==> config.mk <==
export PLATFORM = sky130hd
export DESIGN_NAME = girv_div
export DESIGN_NICKNAME = d
export VERILOG_FILES = /design/src/rtl/girv_pkg.sv /design/src/rtl/girv_div.sv
export SDC_FILE = /design/constraint.sdc
export NUM_CORES = 2
export LEC_CHECK = 0
export BUFFER_PORTS_ARGS = -buffer_cell sky130_fd_sc_hd__buf_2
export CAP_MARGIN = 10
export CORE_MARGIN = 10
export CORE_UTILIZATION = 55
export DETAILED_ROUTE_END_ITERATION = 16
export PLACE_DENSITY = 0.77
export SYNTH_ARGS = -nofsm -noshare
export SYNTH_HDL_FRONTEND = slang
export SYNTH_SLANG_ARGS = --single-unit
==> constraint.sdc <==
create_clock -name clock -period 9.3 [get_ports clock]
set_clock_uncertainty 0.15 [all_clocks]
set_input_delay 0.465 -clock clock [delete_from_list [all_inputs] [get_ports clock]]
set_output_delay 0.465 -clock clock [all_outputs]
set_load 0.05 [all_outputs]
==> src/rtl/girv_pkg.sv <==
// ----------------------------------------------------------------------------
// girv_pkg
// Shared widths, request codes and the pipeline item record of the grid
// index ravel / unravel block.
// ----------------------------------------------------------------------------
`default_nettype none

package girv_pkg;

   localparam int unsigned PORT_DIMS  = 4;
   localparam int unsigned MAX_DIMS   = 4;
   localparam int unsigned COORD_BITS = 12;

   localparam int unsigned COORD_W  = COORD_BITS;
   localparam int unsigned INDEX_W  = 48;
   localparam int unsigned EXT_W    = COORD_BITS + 1;
   localparam int unsigned NDIMS_W  = 3;
   // largest stride is the product of all extents but the first
   localparam int unsigned STRIDE_W = (PORT_DIMS - 1) * COORD_BITS + 1;
   localparam int unsigned TOTAL_W  = PORT_DIMS * COORD_BITS + 1;

   localparam logic REQ_RAVEL   = 1'b0;
   localparam logic REQ_UNRAVEL = 1'b1;

   typedef struct packed {
      logic                               err;
      logic                               kind;
      logic [INDEX_W-1:0]                 index;
      logic [PORT_DIMS-1:0][COORD_W-1:0]  coord;
   } item_type;

endpackage

`default_nettype wire

==> src/rtl/girv_div.sv <==
// ----------------------------------------------------------------------------
// girv_div
// Pipelined restoring divider for one grid dimension: one quotient bit per
// stage, quotient written into that dimension's coordinate, remainder passed on.
// ----------------------------------------------------------------------------
`default_nettype none

module girv_div #(
   parameter int unsigned DIM = 0
) (
   input  wire                                  clock,
   input  wire                                  reset,
   input  wire                                  en,
   input  wire  [girv_pkg::STRIDE_W-1:0]        divisor,
   input  wire                                  in_valid,
   input  wire  [girv_pkg::INDEX_W-1:0]         in_rem,
   input  girv_pkg::item_type                   in_item,
   output logic                                 out_valid,
   output logic [girv_pkg::INDEX_W-1:0]         out_rem,
   output girv_pkg::item_type                   out_item
);

   localparam int unsigned STEPS = girv_pkg::COORD_W;
   localparam int unsigned RW    = girv_pkg::INDEX_W;
   localparam int unsigned CW    = girv_pkg::STRIDE_W + girv_pkg::COORD_W;

   logic [STEPS-1:0]    valid_ff;
   logic [RW-1:0]       rem_ff    [STEPS];
   girv_pkg::item_type  item_ff   [STEPS];

   logic [RW-1:0]       src_rem   [STEPS];
   girv_pkg::item_type  src_item  [STEPS];
   logic [RW-1:0]       rem_in    [STEPS];
   girv_pkg::item_type  item_in   [STEPS];

   always_comb begin
      src_rem[0]  = in_rem;
      src_item[0] = in_item;
      for (int k = 1; k < STEPS; k++) begin
         src_rem[k]  = rem_ff[k-1];
         src_item[k] = item_ff[k-1];
      end
   end

   // subtract the shifted divisor where it fits, high quotient bit first
   always_comb begin
      logic [CW-1:0] shifted;
      logic          take;
      for (int k = 0; k < STEPS; k++) begin
         shifted    = CW'(divisor) << (STEPS - 1 - k);
         take       = (CW'(src_rem[k]) >= shifted);
         item_in[k] = src_item[k];
         item_in[k].coord[DIM][STEPS-1-k] = take;
         rem_in[k]  = take ? RW'(CW'(src_rem[k]) - shifted) : src_rem[k];
      end
   end

   always_ff @(posedge clock) begin
      if (reset) begin
         valid_ff <= '0;
      end else if (en) begin
         valid_ff <= {valid_ff[STEPS-2:0], in_valid};
      end
   end

   always_ff @(posedge clock) begin
      if (en) begin
         for (int k = 0; k < STEPS; k++) begin
            rem_ff[k]  <= rem_in[k];
            item_ff[k] <= item_in[k];
         end
      end
   end

   assign out_valid = valid_ff[STEPS-1];
   assign out_rem   = rem_ff[STEPS-1];
   assign out_item  = item_ff[STEPS-1];

endmodule

`default_nettype wire
==> out/results.ini <==
[synth]
synth_edf_count = 1686
synthTopCellsByArea = edfxtp_1 61%, ha_1 6.7%, a21oi_1 3.5%
synthArstFlopShare_pct = 0
synth_compound_gate_area_share_pct = 13.9
synth_adder_area_share_pct = 6.97
ys_warn_count = 0
yosysMostFrequentCell = edfxtp_1
synth_top_family_by_area = compound AO/OA/AOI/OAI gates
synth_common_cells = 1686 x edfxtp_1, 585 x a21oi_1, 494 x nand2_1, 459 x o21ai_0, 444 x ha_1
synthXorXnorAreaFrac_pct = 4.55
syn_area_um2 = 83100
yosys.area_share.simple_pct = 9.11
yosys_most_used_dff = edfxtp_1
yosysUniqueCellTypes = 94
syn_area_per_cell_um2 = 12.5
synth_mux_area_share_pct = 1.06
synth_seq_area_share_pct = 61.2
syn-instance-count = 6642
yosysTopAreaCell = edfxtp_1
synth_top_area_share_pct = 60.9
ys_ff_latch = 1698
synth_nets = 7285

[drt]
vias = 52500
ant_nets = 0
wire_per_inst_um = 19.9
drt_pass1_iterations = 6
remaining_drc_errors = 0
viasPerCell = 5.75
drt_wl_total_mm = 182
drtIter0Drc = 3701

[power_and_ir_drop]
p_leak_nw = 35.1
power_density_nw_per_um2 = 304
p_sw_mw = 9.78
pwr-share-seq_pct = 39.4
power_mw = 28.3
peakVddDrop_uv = 211
combPwrFrac_pct = 36.0
pwr-share-clk_pct = 24.6
p_sw_share_pct = 34.6
p_int_mw = 18.5

[hold_path]
hp-class = primary input to flip-flop

[sta]
final_hold_viol_count = 0
tightestPinTransition_ps = 1140
period_needed_ps = 4910
maxSlewHeadroom_pct = 24.0
fmax_mhz = 203
slew_violations = 0
setup_viol = 0
holdWs_ps = 57.4
tns_ps = 0
grt_setup_unrepaired = false
period_share_pct = 52.8

[placed_design]
dpl.hpwl_mm = 127
port-buffer-count = 321
dpl_cell_area_um2 = 85900
gp_congestion = 0.954

[grt]
grt_max_degree = 182
track_usage_pct = 21.2
grt-ovfl-total = 0
grt_pass1_vias = 52900
grt_first_pass_wirelength_mm = 285
antenna_found_initial = 3

[critical_path]
cp_max_fo = 42
crit_required_ps = 9680
crit_path_max_incr_delay_ps = 640
cp_slowest_cell = inv_2
endpoint_kind = flip-flop
cp.arrival_ps = 5290
crit_chain = inv_1 > ha_1 > fa_1 > nor2b_1 > o31a_1 > o311ai_1 > o31ai_2 > a21oi_1 > o211ai_1 > o21ai_2 > and2_1 > buf_4 > inv_2 > mux2_2
critPathTopFamily = compound AO/OA/AOI/OAI gates
critical_path_class = flip-flop to flip-flop
cp_num_buf_inv = 3
critPathLaunchType = flip-flop

[cells_and_area]
fillers = 11300
final_net_count = 7611
syn_to_final_growth_pct = 11.9
fin_area_um2 = 93000
layout-drive-gt1-share_pct = 10.5

[die]
rows = 142
initial_utilization_pct = 55.4
die_h_um = 409
coreArea_um2 = 150000
io_pins = 334
die_area_um2 = 167000
die_w_um = 409

[clock_network]
clockRootBuffer = clkbuf_16
clkLatencyLatePin_ps = 810
postCtsSetupRepairBufs = 0
clk_pin_slew_ps = 60
cts_max_level = 4
cts-resized-gates = 0
cts_buffers = 170
cts_num_sinks = 1698
cts_buffer_depth = 3
cts_tree = yes

[job]
cap_violations = 0

[run_status]
status = completed

## power by group through the flow
| stage | Combinational, mW | Clock, mW | Sequential (mW) |
|---|---|---|---|
| floorplan | 7.96 | 0 | 11.0 |
| global placement | 9.84 | 0 | 11.2 |
| detailed placement | 9.99 | 0 | 11.3 |
| CTS | 10.1 | 7.13 | 11.1 |
| global route | 11.3 | 7.44 | 11.3 |
| finish | 10.2 | 6.96 | 11.1 |
## cell families (layout without fill, tap and decap cells)
logic type / count (synthesis) / in the layout
compound gates: 1854 / 1854
flops: 1698 / 1698
simple gates: 1575 / 1575
buf+inv: 546 / 1016
fa+ha+maj: 456 / 456
xor+xnor: 432 / 432
mux: 81 / 81
other cells: 0 / 1
## final cells by class
class / count / area, µm² / area share [%]
Antenna cell: 1 / 2.50 / 0.00269
Multi-Input combinational cell: 4398 / 29700 / 31.9
Inverter: 185 / 694 / 0.746
Timing Repair Buffer: 515 / 3490 / 3.75
Clock inverter: 108 / 1380 / 1.48
Tap cell: 2016 / 2520 / 2.71
Sequential cell: 1698 / 50900 / 54.7
Clock buffer: 208 / 4430 / 4.76
## cells in the final DEF (no fill, tap or decap), types with 16 or more instances in the layout
cell | synthesis | routed
nand2b_1 | 62 | 62
nand3_1 | 106 | 106
and4_1 | 16 | 16
buf_4 | 150 | 54
a211oi_1 | 36 | 35
clkbuf_16 | 0 | 170
clkbuf_1 | 164 | 35
ha_1 | 444 | 444
dlygate4sd3_1 | 0 | 134
mux2i_1 | 22 | 22
nor4_1 | 46 | 46
clkinv_2 | 0 | 23
or3_1 | 31 | 31
buf_2 | 27 | 320
nor3_1 | 78 | 78
or2_2 | 20 | 20
a21o_1 | 292 | 292
edfxtp_1 | 1686 | 1686
o21ai_0 | 459 | 459
and2_1 | 32 | 32
inv_1 | 182 | 182
nor2b_1 | 60 | 60
clkinv_1 | 0 | 35
nand2_1 | 494 | 494
mux2_2 | 59 | 59
a21oi_1 | 585 | 585
nand4_1 | 91 | 91
o21bai_1 | 66 | 66
xor2_1 | 181 | 181
and3_1 | 50 | 50
xnor2_1 | 251 | 251
nor2_1 | 412 | 410
a31oi_1 | 56 | 56
o31ai_1 | 35 | 35
a211o_1 | 19 | 17
o211ai_1 | 39 | 39
a21boi_0 | 22 | 22
o21a_1 | 58 | 58
bufinv_16 | 0 | 19
## metrics by stage
step	instances	utilization, %	worst slack [ps]
2_1_floorplan	6642	-	5240
3_3_place_gp	8678	57.3	3880
3_5_place_dp	8678	57.3	3840
4_1_cts	9128	62.0	4400
5_1_grt	9128	62.0	4100
6_report	9129	62.0	4390
## metal layers
metal	vias up	GRT usage (%)	part of all wire [%]
li1	25700	-	-
met1	25000	25.9	42
met2	1372	37.7	50
met3	375	2.99	4.1
met4	0	8.66	4.0
met5	-	0	0
## flip-flops by register name, summed over array words and instances, names as in the netlist
name,cells
item_ff,1110
rem_ff,576
valid_ff,12
## worst paths after layout
path,end,cells past startpoint,slack (ps),start
max,rem_ff[0][177],14,4390,rem_ff[0][104]
max reg2reg,rem_ff[0][177],14,4390,rem_ff[0][104]
min,item_ff[0][73],1,60,en
min reg2reg,item_ff[2][255],0,220,item_ff[2][157]
## timing repair
| item | CTS | global route |
|---|---|---|
| hold buffers | 134 | 0 |
| endpoints found under the setup margin | 0 | 0 |
| endpoints found under the hold margin | 144 | 0 |
Power figures use the tool's default switching activity.
